### config.mk
export PLATFORM = sky130hd
export DESIGN_NAME = cryostat_flow_pressure_controller
export DESIGN_NICKNAME = d
export VERILOG_FILES = /design/src/rtl/cfpc_pkg.sv /design/src/rtl/cfpc_mul.sv /design/src/rtl/cfpc_div.sv /design/src/rtl/cryostat_flow_pressure_controller.sv
export SDC_FILE = /design/constraint.sdc
export NUM_CORES = 1
export LEC_CHECK = 0
export BUFFER_PORTS_ARGS = -buffer_cell sky130_fd_sc_hd__buf_2
export CAP_MARGIN = 20
export CORE_MARGIN = 2
export CORE_UTILIZATION = 40
export CTS_BUF_LIST = sky130_fd_sc_hd__clkbuf_2
export DETAILED_ROUTE_END_ITERATION = 16
export GPL_TIMING_DRIVEN = 0
export PLACE_DENSITY_LB_ADDON = 0.3
export REMOVE_ABC_BUFFERS = 1
export SLEW_MARGIN = 25
export SYNTH_ARGS = -nofsm -noshare
export SYNTH_HDL_FRONTEND = slang
export SYNTH_SLANG_ARGS = --single-unit
### constraint.sdc
create_clock -name clk_i -period 6.2 [get_ports clk_i]
set_input_delay 0.31 -clock clk_i [delete_from_list [all_inputs] [get_ports clk_i]]
set_output_delay 0.31 -clock clk_i [all_outputs]
set_load 0.005 [all_outputs]
### src/rtl/cfpc_pkg.sv
package cfpc_pkg;

  // field and register widths
  localparam int TEMP_W    = 16;
  localparam int PRES_W    = 16;
  localparam int TIME_W    = 32;
  localparam int CFG_W     = 16;
  localparam int CFG_IDX_W = 3;

  // ramp duration in seconds: minutes * 60 fits 22 bits
  localparam int DUR_W = CFG_W + 6;

  // serial multiplier: multiplicand x multiplier, one multiplier bit per cycle
  localparam int MUL_A_W   = DUR_W;
  localparam int MUL_B_W   = 18;
  localparam int MUL_P_W   = MUL_A_W + MUL_B_W;
  localparam int MUL_CNT_W = $clog2(MUL_B_W + 1);

  // serial divider: one quotient bit per cycle
  localparam int DIV_D_W   = DUR_W;
  localparam int DIV_Q_W   = PRES_W;
  localparam int DIV_N_W   = DIV_D_W + DIV_Q_W;
  localparam int DIV_CNT_W = $clog2(DIV_Q_W + 1);

  // gain term: saturate at p >= 2^18, term = p*p >> 20
  localparam int GAIN_SAT_BIT = 18;
  localparam int TERM_SHIFT   = 20;

  typedef enum logic [CFG_IDX_W-1:0] {
    REG_DEADBAND     = 3'd0,
    REG_MIN_PRESSURE = 3'd1,
    REG_MAX_PRESSURE = 3'd2,
    REG_RAMP_OFFSET  = 3'd3,
    REG_RAMP_MINUTES = 3'd4,
    REG_GAIN         = 3'd5
  } cfpc_reg_e;

  localparam logic [CFG_W-1:0] RST_DEADBAND     = 16'd64;
  localparam logic [CFG_W-1:0] RST_MIN_PRESSURE = 16'd0;
  localparam logic [CFG_W-1:0] RST_MAX_PRESSURE = 16'hFFFF;
  localparam logic [CFG_W-1:0] RST_RAMP_OFFSET  = 16'd0;
  localparam logic [CFG_W-1:0] RST_RAMP_MINUTES = 16'd1;
  localparam logic [CFG_W-1:0] RST_GAIN         = 16'd256;

  // setpoint bands in 1/64 K and base pressures in 1/256 mbar
  localparam logic [TEMP_W-1:0] SP_LIM_10K  = 16'd640;
  localparam logic [TEMP_W-1:0] SP_LIM_20K  = 16'd1280;
  localparam logic [TEMP_W-1:0] SP_LIM_50K  = 16'd3200;
  localparam logic [TEMP_W-1:0] SP_LIM_100K = 16'd6400;
  localparam logic [PRES_W-1:0] BASE_35MB   = 16'd8960;
  localparam logic [PRES_W-1:0] BASE_25MB   = 16'd6400;
  localparam logic [PRES_W-1:0] BASE_14MB   = 16'd3584;
  localparam logic [PRES_W-1:0] BASE_10MB   = 16'd2560;
  localparam logic [PRES_W-1:0] BASE_8MB    = 16'd2048;

  typedef struct packed {
    logic busy;
    logic done;
  } cfpc_unit_sts_t;

  function automatic logic [PRES_W-1:0] base_pressure(input logic [TEMP_W-1:0] sp);
    logic [PRES_W-1:0] res;
    if (sp < SP_LIM_10K) begin
      res = BASE_35MB;
    end else if (sp < SP_LIM_20K) begin
      res = BASE_25MB;
    end else if (sp < SP_LIM_50K) begin
      res = BASE_14MB;
    end else if (sp < SP_LIM_100K) begin
      res = BASE_10MB;
    end else begin
      res = BASE_8MB;
    end
    return res;
  endfunction

endpackage

### src/rtl/cfpc_mul.sv
module cfpc_mul import cfpc_pkg::*; (
  input  logic                 clk_i,
  input  logic                 rst_ni,
  input  logic                 start_i,
  input  logic [MUL_A_W-1:0]   a_i,
  input  logic [MUL_B_W-1:0]   b_i,
  output logic [MUL_P_W-1:0]   prod_o,
  output cfpc_unit_sts_t       sts_o
);

  logic [MUL_A_W-1:0]   a_q;
  logic [MUL_P_W-1:0]   p_q, p_d;
  logic [MUL_CNT_W-1:0] cnt_q;
  logic                 busy_q, done_q;
  logic [MUL_A_W:0]     sum;

  // right-shift shift-add: multiplier sits in the low bits and drains out LSB first
  always_comb begin
    sum = {1'b0, p_q[MUL_P_W-1:MUL_B_W]} + {1'b0, a_q};
    if (p_q[0]) begin
      p_d = {sum, p_q[MUL_B_W-1:1]};
    end else begin
      p_d = {1'b0, p_q[MUL_P_W-1:1]};
    end
  end

  always_ff @(posedge clk_i or negedge rst_ni) begin
    if (!rst_ni) begin
      cnt_q  <= '0;
      busy_q <= 1'b0;
      done_q <= 1'b0;
    end else if (start_i) begin
      cnt_q  <= MUL_CNT_W'(MUL_B_W);
      busy_q <= 1'b1;
      done_q <= 1'b0;
    end else if (busy_q) begin
      cnt_q <= cnt_q - 1'b1;
      if (cnt_q == MUL_CNT_W'(1)) begin
        busy_q <= 1'b0;
        done_q <= 1'b1;
      end
    end else begin
      done_q <= 1'b0;
    end
  end

  always_ff @(posedge clk_i) begin
    if (start_i) begin
      a_q <= a_i;
      p_q <= {{MUL_A_W{1'b0}}, b_i};
    end else if (busy_q) begin
      p_q <= p_d;
    end
  end

  assign prod_o     = p_q;
  assign sts_o.busy = busy_q;
  assign sts_o.done = done_q;

endmodule

### src/rtl/cfpc_div.sv
module cfpc_div import cfpc_pkg::*; (
  input  logic                 clk_i,
  input  logic                 rst_ni,
  input  logic                 start_i,
  input  logic [DIV_N_W-1:0]   num_i,
  input  logic [DIV_D_W-1:0]   den_i,
  output logic [DIV_Q_W-1:0]   quo_o,
  output cfpc_unit_sts_t       sts_o
);

  logic [DIV_D_W-1:0]   rem_q, rem_d;
  logic [DIV_D_W-1:0]   den_q;
  logic [DIV_Q_W-1:0]   low_q, low_d;
  logic [DIV_CNT_W-1:0] cnt_q;
  logic                 busy_q, done_q;
  logic [DIV_D_W:0]     trial, diff;
  logic                 ge;

  // restoring division; caller guarantees num >> DIV_Q_W < den, so the
  // quotient fits and the remainder always stays below den
  always_comb begin
    trial = {rem_q, low_q[DIV_Q_W-1]};
    diff  = trial - {1'b0, den_q};
    ge    = trial >= {1'b0, den_q};
    rem_d = ge ? diff[DIV_D_W-1:0] : trial[DIV_D_W-1:0];
    low_d = {low_q[DIV_Q_W-2:0], ge};
  end

  always_ff @(posedge clk_i or negedge rst_ni) begin
    if (!rst_ni) begin
      cnt_q  <= '0;
      busy_q <= 1'b0;
      done_q <= 1'b0;
    end else if (start_i) begin
      cnt_q  <= DIV_CNT_W'(DIV_Q_W);
      busy_q <= 1'b1;
      done_q <= 1'b0;
    end else if (busy_q) begin
      cnt_q <= cnt_q - 1'b1;
      if (cnt_q == DIV_CNT_W'(1)) begin
        busy_q <= 1'b0;
        done_q <= 1'b1;
      end
    end else begin
      done_q <= 1'b0;
    end
  end

  // low_q shifts dividend bits out at the top and quotient bits in at the bottom
  always_ff @(posedge clk_i) begin
    if (start_i) begin
      rem_q <= num_i[DIV_N_W-1:DIV_Q_W];
      low_q <= num_i[DIV_Q_W-1:0];
      den_q <= den_i;
    end else if (busy_q) begin
      rem_q <= rem_d;
      low_q <= low_d;
    end
  end

  assign quo_o      = low_q;
  assign sts_o.busy = busy_q;
  assign sts_o.done = done_q;

endmodule

### src/rtl/cryostat_flow_pressure_controller.sv
// The minimum and base cases go straight to the final sum and clamp; inside the deadband
// the elapsed ramp time is found first, then a serial multiply and a serial divide if a ramp
// division is needed; above the deadband one serial multiply when the gain term saturates, else two.
// One sample at a time; the next sample is taken the cycle after the result is
// registered, even while that result still waits on the output.
// Reset: asynchronous, active low; registers return to their defaults, ramp start to 0.
module cryostat_flow_pressure_controller import cfpc_pkg::*; (
  input  logic                 clk_i,
  input  logic                 rst_ni,
  input  logic                 cfg_we_i,
  input  logic [CFG_IDX_W-1:0] cfg_idx_i,
  input  logic [CFG_W-1:0]     cfg_data_i,
  input  logic                 in_valid_i,
  output logic                 in_stall_o,
  input  logic [TEMP_W-1:0]    temperature_i,
  input  logic [TEMP_W-1:0]    setpoint_i,
  input  logic [TIME_W-1:0]    time_now_i,
  output logic                 out_valid_o,
  input  logic                 out_stall_i,
  output logic [PRES_W-1:0]    pressure_o,
  output logic [TIME_W-1:0]    ramp_start_out_o
);

  typedef enum logic [3:0] {
    S_IDLE, S_PREP, S_PREP2, S_RMUL, S_RDIV, S_GMUL1, S_GMUL2, S_GCLAMP, S_FIN, S_OUT
  } state_e;

  typedef enum logic [1:0] {
    RG_MIN, RG_BASE, RG_IN, RG_ABOVE
  } region_e;

  // configuration
  logic [CFG_W-1:0] db_q, pmin_q, pmax_q, roff_q, rmin_q, gain_q;

  always_ff @(posedge clk_i or negedge rst_ni) begin
    if (!rst_ni) begin
      db_q   <= RST_DEADBAND;
      pmin_q <= RST_MIN_PRESSURE;
      pmax_q <= RST_MAX_PRESSURE;
      roff_q <= RST_RAMP_OFFSET;
      rmin_q <= RST_RAMP_MINUTES;
      gain_q <= RST_GAIN;
    end else if (cfg_we_i) begin
      unique case (cfg_idx_i)
        REG_DEADBAND:     db_q   <= cfg_data_i;
        REG_MIN_PRESSURE: pmin_q <= cfg_data_i;
        REG_MAX_PRESSURE: pmax_q <= cfg_data_i;
        REG_RAMP_OFFSET:  roff_q <= cfg_data_i;
        REG_RAMP_MINUTES: rmin_q <= cfg_data_i;
        REG_GAIN:         gain_q <= cfg_data_i;
        default: ;
      endcase
    end
  end

  state_e             state_q;
  region_e            region_q, region_d;
  logic [PRES_W-1:0]  base_q, ramp_q, term_q, gcl_q;
  logic [PRES_W:0]    pre_q;
  logic [TIME_W-1:0]  now_q, el_q, ramp_start_q, rs_out_q;
  logic [DUR_W-1:0]   dur_q, dur_d;
  logic               before_q;
  logic               out_valid_q;
  logic [PRES_W-1:0]  pres_q;

  logic               in_acc;
  logic [TEMP_W:0]    dn;
  logic               sp_ge, over;
  logic [TEMP_W-1:0]  tms, mag, e_d;
  logic [PRES_W-1:0]  ramp_pass;

  // sample decode: delta = temperature - setpoint, dn = -delta
  always_comb begin
    dn    = {1'b0, setpoint_i} - {1'b0, temperature_i};
    tms   = temperature_i - setpoint_i;
    sp_ge = !dn[TEMP_W];
    mag   = sp_ge ? dn[TEMP_W-1:0] : tms;
    over  = mag > db_q;
    e_d   = mag - db_q;
    priority if (sp_ge && ({1'b0, dn[TEMP_W-1:0]} >= {db_q, 1'b0})) begin
      region_d = RG_MIN;
    end else if (sp_ge && (dn[TEMP_W-1:0] >= db_q)) begin
      region_d = RG_BASE;
    end else if (!sp_ge && over) begin
      region_d = RG_ABOVE;
    end else begin
      region_d = RG_IN;
    end
    dur_d     = {rmin_q, 6'b0} - {4'b0, rmin_q, 2'b0};
    // above the deadband the ramp restarts now, so it is at full offset
    ramp_pass = (rmin_q == '0) ? '0 : roff_q;
  end

  assign in_stall_o = (state_q != S_IDLE);
  assign in_acc     = in_valid_i && !in_stall_o;

  // serial units
  logic                 mul_start, div_start;
  logic [MUL_A_W-1:0]   mul_a;
  logic [MUL_B_W-1:0]   mul_b;
  logic [MUL_P_W-1:0]   mul_prod;
  logic [DIV_Q_W-1:0]   div_quo;
  cfpc_unit_sts_t       mul_sts, div_sts;

  logic                 late, go_mul, sat;
  logic [DUR_W-1:0]     rem_time;

  always_comb begin
    late     = el_q >= {{(TIME_W-DUR_W){1'b0}}, dur_q};
    rem_time = dur_q - el_q[DUR_W-1:0];
    go_mul   = (rmin_q != '0) && !before_q && !late;
    sat      = |mul_prod[2*CFG_W-1:GAIN_SAT_BIT];
  end

  always_comb begin
    mul_a = '0;
    mul_b = '0;
    unique case (state_q)
      S_IDLE: begin
        mul_a = MUL_A_W'(e_d);
        mul_b = MUL_B_W'(gain_q);
      end
      S_PREP2: begin
        mul_a = rem_time;
        mul_b = MUL_B_W'(roff_q);
      end
      S_GMUL1: begin
        mul_a = MUL_A_W'(mul_prod[GAIN_SAT_BIT-1:0]);
        mul_b = mul_prod[GAIN_SAT_BIT-1:0];
      end
      default: ;
    endcase
    mul_start = (in_acc && (region_d == RG_ABOVE))
             || ((state_q == S_PREP2) && go_mul)
             || ((state_q == S_GMUL1) && mul_sts.done && !sat);
    div_start = (state_q == S_RMUL) && mul_sts.done;
  end

  cfpc_mul u_mul (
    .clk_i   (clk_i),
    .rst_ni  (rst_ni),
    .start_i (mul_start),
    .a_i     (mul_a),
    .b_i     (mul_b),
    .prod_o  (mul_prod),
    .sts_o   (mul_sts)
  );

  cfpc_div u_div (
    .clk_i   (clk_i),
    .rst_ni  (rst_ni),
    .start_i (div_start),
    .num_i   (mul_prod[DIV_N_W-1:0]),
    .den_i   (dur_q),
    .quo_o   (div_quo),
    .sts_o   (div_sts)
  );

  // clamps
  logic [PRES_W:0]   gsum, pre_d;
  logic [PRES_W-1:0] glo, ghi, gcl_d, plo, phi, fin_d;

  always_comb begin
    gsum  = {1'b0, base_q} + {1'b0, term_q};
    glo   = (base_q <= pmax_q) ? base_q : pmax_q;
    ghi   = (base_q <= pmax_q) ? pmax_q : base_q;
    if (gsum < {1'b0, glo}) begin
      gcl_d = glo;
    end else if (gsum > {1'b0, ghi}) begin
      gcl_d = ghi;
    end else begin
      gcl_d = gsum[PRES_W-1:0];
    end

    unique case (region_q)
      RG_MIN:   pre_d = {1'b0, pmin_q};
      RG_BASE:  pre_d = {1'b0, base_q};
      RG_IN:    pre_d = {1'b0, base_q} + {1'b0, ramp_q};
      RG_ABOVE: pre_d = {1'b0, gcl_q} + {1'b0, ramp_q};
      default:  pre_d = '0;
    endcase

    plo = (pmin_q <= pmax_q) ? pmin_q : pmax_q;
    phi = (pmin_q <= pmax_q) ? pmax_q : pmin_q;
    if (pre_q < {1'b0, plo}) begin
      fin_d = plo;
    end else if (pre_q > {1'b0, phi}) begin
      fin_d = phi;
    end else begin
      fin_d = pre_q[PRES_W-1:0];
    end
  end

  always_ff @(posedge clk_i or negedge rst_ni) begin
    if (!rst_ni) begin
      state_q      <= S_IDLE;
      region_q     <= RG_MIN;
      ramp_start_q <= '0;
      out_valid_q  <= 1'b0;
      base_q       <= '0;
      ramp_q       <= '0;
      term_q       <= '0;
      gcl_q        <= '0;
      pre_q        <= '0;
      now_q        <= '0;
      el_q         <= '0;
      dur_q        <= '0;
      before_q     <= 1'b0;
      pres_q       <= '0;
      rs_out_q     <= '0;
    end else begin
      // in S_OUT the output register is handled below
      if (out_valid_q && !out_stall_i && (state_q != S_OUT)) begin
        out_valid_q <= 1'b0;
      end
      unique case (state_q)
        S_IDLE: begin
          if (in_valid_i) begin
            region_q <= region_d;
            base_q   <= base_pressure(setpoint_i);
            now_q    <= time_now_i;
            dur_q    <= dur_d;
            ramp_q   <= ramp_pass;
            if (over) begin
              ramp_start_q <= time_now_i;
            end
            unique case (region_d)
              RG_IN:    state_q <= S_PREP;
              RG_ABOVE: state_q <= S_GMUL1;
              default:  state_q <= S_FIN;
            endcase
          end
        end
        S_PREP: begin
          el_q     <= now_q - ramp_start_q;
          before_q <= now_q <= ramp_start_q;
          state_q  <= S_PREP2;
        end
        S_PREP2: begin
          if (rmin_q == '0) begin
            ramp_q  <= '0;
            state_q <= S_FIN;
          end else if (before_q) begin
            ramp_q  <= roff_q;
            state_q <= S_FIN;
          end else if (late) begin
            ramp_q  <= '0;
            state_q <= S_FIN;
          end else begin
            state_q <= S_RMUL;
          end
        end
        S_RMUL: begin
          if (mul_sts.done) begin
            state_q <= S_RDIV;
          end
        end
        S_RDIV: begin
          if (div_sts.done) begin
            ramp_q  <= div_quo;
            state_q <= S_FIN;
          end
        end
        S_GMUL1: begin
          if (mul_sts.done) begin
            if (sat) begin
              term_q  <= '1;
              state_q <= S_GCLAMP;
            end else begin
              state_q <= S_GMUL2;
            end
          end
        end
        S_GMUL2: begin
          if (mul_sts.done) begin
            term_q  <= mul_prod[TERM_SHIFT+PRES_W-1:TERM_SHIFT];
            state_q <= S_GCLAMP;
          end
        end
        S_GCLAMP: begin
          gcl_q   <= gcl_d;
          state_q <= S_FIN;
        end
        S_FIN: begin
          pre_q   <= pre_d;
          state_q <= S_OUT;
        end
        S_OUT: begin
          // hold until the output register is free
          if (!out_valid_q || !out_stall_i) begin
            pres_q      <= fin_d;
            rs_out_q    <= ramp_start_q;
            out_valid_q <= 1'b1;
            state_q     <= S_IDLE;
          end
        end
        default: state_q <= S_IDLE;
      endcase
    end
  end

  assign out_valid_o      = out_valid_q;
  assign pressure_o       = pres_q;
  assign ramp_start_out_o = rs_out_q;

  a_rs_load: assert property (@(posedge clk_i) disable iff (!rst_ni)
    (in_acc && over) |=> (ramp_start_q == $past(time_now_i)))
    else $error("ramp start not loaded on large error");

  a_mul_free: assert property (@(posedge clk_i) disable iff (!rst_ni)
    mul_start |-> !mul_sts.busy)
    else $error("multiplier started while busy");

  a_mul_done: assert property (@(posedge clk_i) disable iff (!rst_ni)
    mul_sts.done |-> (state_q == S_RMUL || state_q == S_GMUL1 || state_q == S_GMUL2))
    else $error("multiplier finished outside a wait state");

  a_div_done: assert property (@(posedge clk_i) disable iff (!rst_ni)
    div_sts.done |-> (state_q == S_RDIV))
    else $error("divider finished outside its wait state");

  a_idle_units: assert property (@(posedge clk_i) disable iff (!rst_ni)
    (state_q == S_IDLE) |-> (!mul_sts.busy && !div_sts.busy))
    else $error("serial unit busy while idle");

endmodule

==> results.md, run 1 <==
- NetSw: 7890 µW
- HP Class: in2async
- Area of the core: 0.0790 mm²
- H-tree levels: 4
- Synth area leaders: dfrtp_1 26%, ha_1 12%, edfxtp_1 9.2%, o21ai_0 4.6%, nand2_1 4.6%
- Share of cells above drive strength 1: 15.4%
- Clock transition at the registers of the reported paths: 120 ps
- Synthesized flop and latch total: 473
- Global-route wire length before repair: 146000 µm
- Part of the power in registers: 31.3%
- Root buffer cell: clkbuf_2
- Final setup violation count: 0
- Vias in the first global route: 26400
- Leakage: 0.0169 µW
- Peak supply drop: 0.215 mV
- Peak Freq: 176 MHz
- Worst Path Arrival: 6650 ps
- TNS Setup: 0 ps
- Dpl hpwl: 67000 µm
- Placed insts: 4548
- Clock share of power: 14.2%
- Die ar.: 0.0821 mm²
- CTS tree: built
- Internal: 9020 µW
- Placer Congestion: 0.904
- RSZ-0062 raised after global routing: false
- Post-synthesis async set-or-reset flop share: 74.6%
- Worst rel slew slack: 26.2%
- Die width: 286 µm
- Most common cell after layout, fill and taps aside: nand2_1
- Nature of the critical path endpoint: register
- Total grt overflow: 0
- Number of enable flip-flop cells after synthesis: 98
- Warnings, synthesis: 0
- Synthesized area: 0.0319 mm²
- Setup CP Type: in2reg
- Port Buffers: 137
- Final instance count without filler cells: 4966
- CTS Buffer Depth: 3
- Starting Density: 40.4%
- Starting DRT DRC Count: 1887
- Vias per inst: 5.45
- Syn Inst Count: 3464
- Sw Share: 46.7%
- Clk Latency, worst-skew pair: 1380 ps
- Worst Tran Pin Value: 1080 ps
- Commonest non-fill, non-tap cells in the layout: 387 x nand2_1, 332 x dfrtp_1, 314 x ha_1, 294 x o21ai_0, 234 x inv_1
- Detail Route Antenna Nets: 0
- CTS buffer count: 135
- Fin crit period: 5690 ps
- Final hold vios: 0
- Row count: 103
- Nets: 4218
- Status: finished clean
- I/O pins: 138
- Combinational power share: 54.5%
- GRT Util Overall: 22.4%
- Pin count of the biggest net entering global routing: 89
- Setup crit start kind: input pin
- DRT Pass-1 Iters: 5
- Top cell type's share of synthesized area: 26.2%
- Max Cap Viol: 0
- Leading area contributor after synthesis: dfrtp_1
- P&R area growth vs syn: 15.9%
- Setup Skew: 163 ps
- Via count: 27100
- Clock sink count: 473
- WP data required: 7160 ps
- Initial antenna violation count: 7
- Mapped Avg Cell Area: 9.21 µm²
- Worst-path maximum fanout: 33
- Final Max Slew Viols: 0
- Seq/Total Area, Yosys: 38.4%
- Synth Flop Type: dfrtp_1
- Routed length per instance: 18.4 µm
- Crit share post-route: 91.8%
- Synth unique cells: 100
- DRC violations left: 0
- Die H: 286 µm
- Routed WL: 91300 µm
- Power Density: 457 mW/mm²
[critical path: stages]
cell	delay, ps
buf_2	110
inv_1	50
ha_1	150
inv_1	50
fa_1	440
a211o_1	330
o211ai_1	150
nand3_1	150
o211a_1	170
o21ai_1	370
o21ai_4	310
a211oi_1	290
a21oi_1	80
xor2_1	210
ha_1	380
nand2_1	120
nor2_1	220
a21boi_0	350
o41ai_1	190
nand3_1	180
nand3_4	460
o21ai_4	460
buf_16	210
buf_16	190
nor2_1	80
nor2_4	360
buf_6	220
[cell type report]
| cell class | instances | area (µm²) |
|---|---|---|
| Tap cell | 1050 | 1310 |
| Clock buffer | 196 | 981 |
| Fill cell | 7627 | 42000 |
| Inverter | 236 | 888 |
| Antenna cell | 3 | 7.51 |
| Timing Repair Buffer | 346 | 2940 |
| Multi-Input combinational cell | 2616 | 18300 |
| Clock inverter | 46 | 279 |
| Sequential cell | 473 | 12200 |
[cells in the mapped netlist, drive strengths merged, types with 32 or more instances]
master,number
dfrtp,334
nor3,70
o21a,32
nand2b,48
nand3,53
nor2,235
nand4,32
a21o,87
mux2i,58
buf,39
a22oi,55
mux2,121
a211oi,38
a21oi,238
nand2,391
inv,235
xor2,53
ha,314
o21ai,317
clkbuf,101
edfxtp,98
xnor2,91
[worst paths after layout]
| kind | cells after the start | start | slack, ps | end |
|---|---|---|---|---|
| min in group clk_i | 5 | setpoint_i[10] | 180 | base_q[13] |
| max | 27 | setpoint_i[0] | 510 | u_mul.prod_o[2] |
| min reg2reg | 2 | ramp_start_out_o[12] | 480 | ramp_start_out_o[12] |
| min | 4 | rst_ni | 110 | ramp_start_q[21] |
| max in group asynchronous | 6 | rst_ni | 4590 | gcl_q[3] |
| max reg2reg | 19 | pmax_q[7] | 590 | pressure_o[14] |
[through the flow]
step / setup slack, ps / util, % / hold slack, ps / power (µW) / instance area, µm²
2_1_floorplan: -1440 / - / 14.4 / 11500 / 31300
3_3_place_gp: -4570 / 42.2 / 460 / 14100 / 33300
3_5_place_dp: -1150 / 43.0 / 157 / 14300 / 34000
4_1_cts: 239 / 46.8 / 22.8 / 16900 / 36900
5_1_grt: 228 / 46.8 / 17.7 / 18400 / 37000
6_report: 511 / 46.8 / 108 / 16900 / 37000
[power by group through the flow]
stage	combinational (µW)	clock, µW	sequential (µW)
after detailed placement	9000	0	5330
after CTS	9160	2490	5260
after floorplan	6600	0	4910
final	9220	2410	5280
after global placement	8740	0	5320
after global routing	10300	2640	5410
[repair_timing]
| item | CTS | global route |
|---|---|---|
| hold buffers | 170 | 1 |
| resized for setup | 0 | 1 |
| endpoints found under the hold margin | 595 | 19 |
| setup buffers | 0 | 2 |
| setup endpoints to repair | 0 | 18 |
[flip-flops by register name, summed over array words and instances, names as in the netlist, 16 cells and up]
register	cells
now_q	32
rmin_q	16
gcl_q	16
ramp_q	16
u_div.rem_q	22
u_mul.a_q	22
pmin_q	16
u_div.den_q	20
pressure_o	16
el_q	32
dur_q	20
roff_q	16
pre_q	17
u_div.quo_o	16
pmax_q	16
ramp_start_out_o	32
u_mul.prod_o	40
db_q	16
ramp_start_q	32
gain_q	16
term_q	16
[cells by family (layout without fill, tap and decap cells)]
logic type      after synthesis  in the layout  synth area share, %
compound gates              987            987                 19.8
simple gates                982            982                 14.2
buf+inv                     376            824                 4.70
other cells                   1              5               0.0118
flops                       473            473                 38.4
xor+xnor                    144            144                 3.95
fa+ha+maj                   322            322                 12.8
mux                         179            179                 6.10
[per-layer routing]
metal,up-vias,wire (µm),global-route usage [%]
met5,-,32,0
met3,159,6140,4.96
met2,743,41700,35.6
li1,13300,-,-
met1,12900,40700,29.8
met4,4,2770,8.40
(Power assumes the default switching activity.)
==> inputs of run 2 (changes only) <==
CTS_BUF_LIST = sky130_fd_sc_hd__clkbuf_16   (was sky130_fd_sc_hd__clkbuf_2)
==> run 2 against run 1 <==
Die area unchanged. First-iteration DRC count down 3.1%. Routed wire length down 2.5%. Fmax down 0.76%. Design area down 1.7%. Via count down 4.1%. Sequential power about the same. Critical path depth unchanged. Global-route usage down 0.75 points. Non-clock buffer count down 135. Combinational power down 0.4%. Critical path type unchanged. Critical endpoint unchanged. Largest cell class unchanged. Largest power group unchanged.
==> results.md, run 2 (synthesis results as in run 1) <==
- Peak Freq: 174 MHz (-0.76%)
- Placed insts: 4548 (unchanged)
- Nets: 4004 (-5.1%)
- Final hold vios: 0 (unchanged)
- Fin crit period: 5730 ps (+43.6 ps)
- Detail Route Antenna Nets: 0 (unchanged)
- Diode count: 0 (-3)
- Final WS setup: 468 ps (-43.6 ps)
- Die ar.: 0.0821 mm² (unchanged)
- Area of the core: 0.0790 mm² (unchanged)
- Critical R2R Capture: pressure_o[15]
- Crit share post-route: 92.5% (+0.70 points)
- H-tree levels: 2 (-2)
- Vias in the first global route: 25100 (-4.8%)
- Clk Latency, worst-skew pair: 640 ps (-740 ps)
- Die H: 286 µm (unchanged)
- Initial antenna violation count: 2 (-5)
- Row count: 103 (unchanged)
- Worst r2r src: pmax_q[5]
- Max Cap Viol: 0 (unchanged)
- Register-to-Register Path Depth: 21 (+2)
- Final setup violation count: 0 (unchanged)
- Worst Path Arrival: 6050 ps (-600 ps)
- Post-placement setup slack: -1150 ps (unchanged)
- Worst rel slew slack: 28.8% (+2.6 points)
- Peak supply drop: 0.310 mV (+44%)
- Global-route wire length before repair: 142000 µm (-2.4%)
- CTS tree: built
- Setup Skew: 36.0 ps (-127 ps)
- DRT Pass-1 Iters: 6 (+1)
- Leakage: 0.0164 µW (-3.1%)
- Placer Congestion: 0.904 (unchanged)
- Root buffer cell: clkbuf_16
- Share of cells above drive strength 1: 13.3% (-2.1 points)
- Routed length per instance: 19.0 µm (+3.2%)
- Final hold slack: 25.9 ps (-82.0 ps)
- DRC violations left: 0 (unchanged)
- Via count: 25900 (-4.1%)
- CTS Buffer Depth: 3 (unchanged)
- Final Max Slew Viols: 0 (unchanged)
- Routed WL: 89100 µm (-2.5%)
- CTS buffer count: 55 (-59%)
- Starting Density: 40.4% (unchanged)
- WP data required: 6510 ps (-650 ps)
- Most common cell after layout, fill and taps aside: nand2_1
- Status: finished clean
- Total grt overflow: 0 (unchanged)
- Pin count of the biggest net entering global routing: 89 (unchanged)
- Dpl hpwl: 67000 µm (unchanged)
- Commonest non-fill, non-tap cells in the layout: 387 x nand2_1, 332 x dfrtp_1, 314 x ha_1, 294 x o21ai_0, 237 x inv_1
- Final instance count without filler cells: 4691 (-5.5%)
- Port Buffers: 137 (unchanged)
- GRT Util Overall: 21.6% (-0.75 points)
- Nature of the critical path endpoint: register
- Setup crit start kind: input pin
- Post-Place Cell Area: 0.0340 mm² (unchanged)
- Total power: 17900 µW (+6.1%)
- I/O pins: 138 (unchanged)
- P&R area growth vs syn: 13.8%
- Starting DRT DRC Count: 1829 (-3.1%)
- Vias per inst: 5.53 (+1.5%)
- Power Density: 494 mW/mm² (+8.0%)
- RSZ-0062 raised after global routing: false
- Clock transition at the registers of the reported paths: 70 ps (-50 ps)
- Final instance area: 0.0363 mm² (-1.7%)
- R2r setup slk: 640 ps (+50 ps)
- Critical path startpoint: setpoint_i[0]
- Max reg flops: 40 (unchanged)
- Clock sink count: 473 (unchanged)
- HP Class: in2reg
- Setup CP Type: in2reg
- End of the critical path: u_mul.prod_o[2]
- Die width: 286 µm (unchanged)
- Worst Tran Pin Value: 1070 ps (-13.5 ps)
- Worst-path maximum fanout: 25 (-24%)
-- run 2: cell count changes in the layout (fill, tap and decap cells not counted), sizes merged --
cell         delta
inv             -3
clkbuf        -138
clkinv         -11
diode           -3
dlygate4sd3   -136
bufinv          +8
nand3           +1
buf             +1
clkinvlp        +6
-- run 2: power by group --
group / leakage [µW] / total, µW / internal [µW] / switching (µW)
Sequential: 0.00547 / 5290 / 4220 / 1070
Combinational: 0.00994 / 9180 / 3850 / 5320
Clock: 0.000946 / 3480 / 2040 / 1440
Total: 0.0164 / 17900 / 10100 / 7830
-- run 2: cell type report --
class | instances | area [µm²]
clock inverter | 46 | 482
timing repair buffer | 211 | 1610
sequential | 473 | 12200
fill | 7594 | 42700
multi-input combinational | 2617 | 18300
inverter | 236 | 888
tap | 1050 | 1310
clock buffer | 58 | 1450
-- run 2: stage by stage --
step / TNS [ps] / utilization [%]
3_5_place_dp: -32550 / 43.0
3_3_place_gp: -1146120 / 42.2
2_1_floorplan: -79260 / -
5_1_grt: 0 / 46.0
6_report: 0 / 46.0
4_1_cts: 0 / 45.9
-- run 2: layer usage --
layer | vias up | GRT usage [%] | routed length (µm) | part of all wire [%]
li1 | 12700 | - | - | -
met1 | 12400 | 30.1 | 41000 | 46
met2 | 622 | 35.1 | 40900 | 46
met3 | 145 | 2.91 | 4520 | 5.1
met4 | 0 | 6.45 | 2650 | 3.0
met5 | - | 0 | 0 | 0
-- run 2: what timing repair did --
item	4_1_cts	5_1_grt
buffers inserted	2	2
pin swaps	2	1
hold endpoints to repair	246	0
cloned	1	0
hold buffers	34	0
endpoints found under the setup margin	18	9
resized for setup	3	1
-- run 2: worst min-delay path by stage --
stage,cells past startpoint,endpoint,start,slack (ps)
floorplan,0,base_q[10],rst_ni,10
global placement,2,ramp_start_out_o[16],ramp_start_out_o[16],460
detailed placement,1,ramp_start_out_o[23],rst_ni,160
CTS,3,pmax_q[10],cfg_data_i[10],7
global route,3,pmax_q[4],cfg_data_i[4],40
finish,3,pmax_q[3],cfg_data_i[3],30
-- run 2: worst max-delay path: stages --
cell	delay (ps)
buf_2	110
inv_1	50
ha_1	150
inv_1	50
fa_1	440
a211o_1	330
o211ai_1	150
nand3_1	150
o211a_1	170
o21ai_1	360
o21ai_4	310
a211oi_1	290
a21oi_1	80
xor2_1	210
ha_1	390
nand2_1	120
nor2_1	220
a21boi_0	390
o41ai_2	190
nand3_2	260
nand3_4	130
o21ai_4	280
buf_16	210
buf_16	190
nor2_1	80
nor2_4	220
buf_6	180
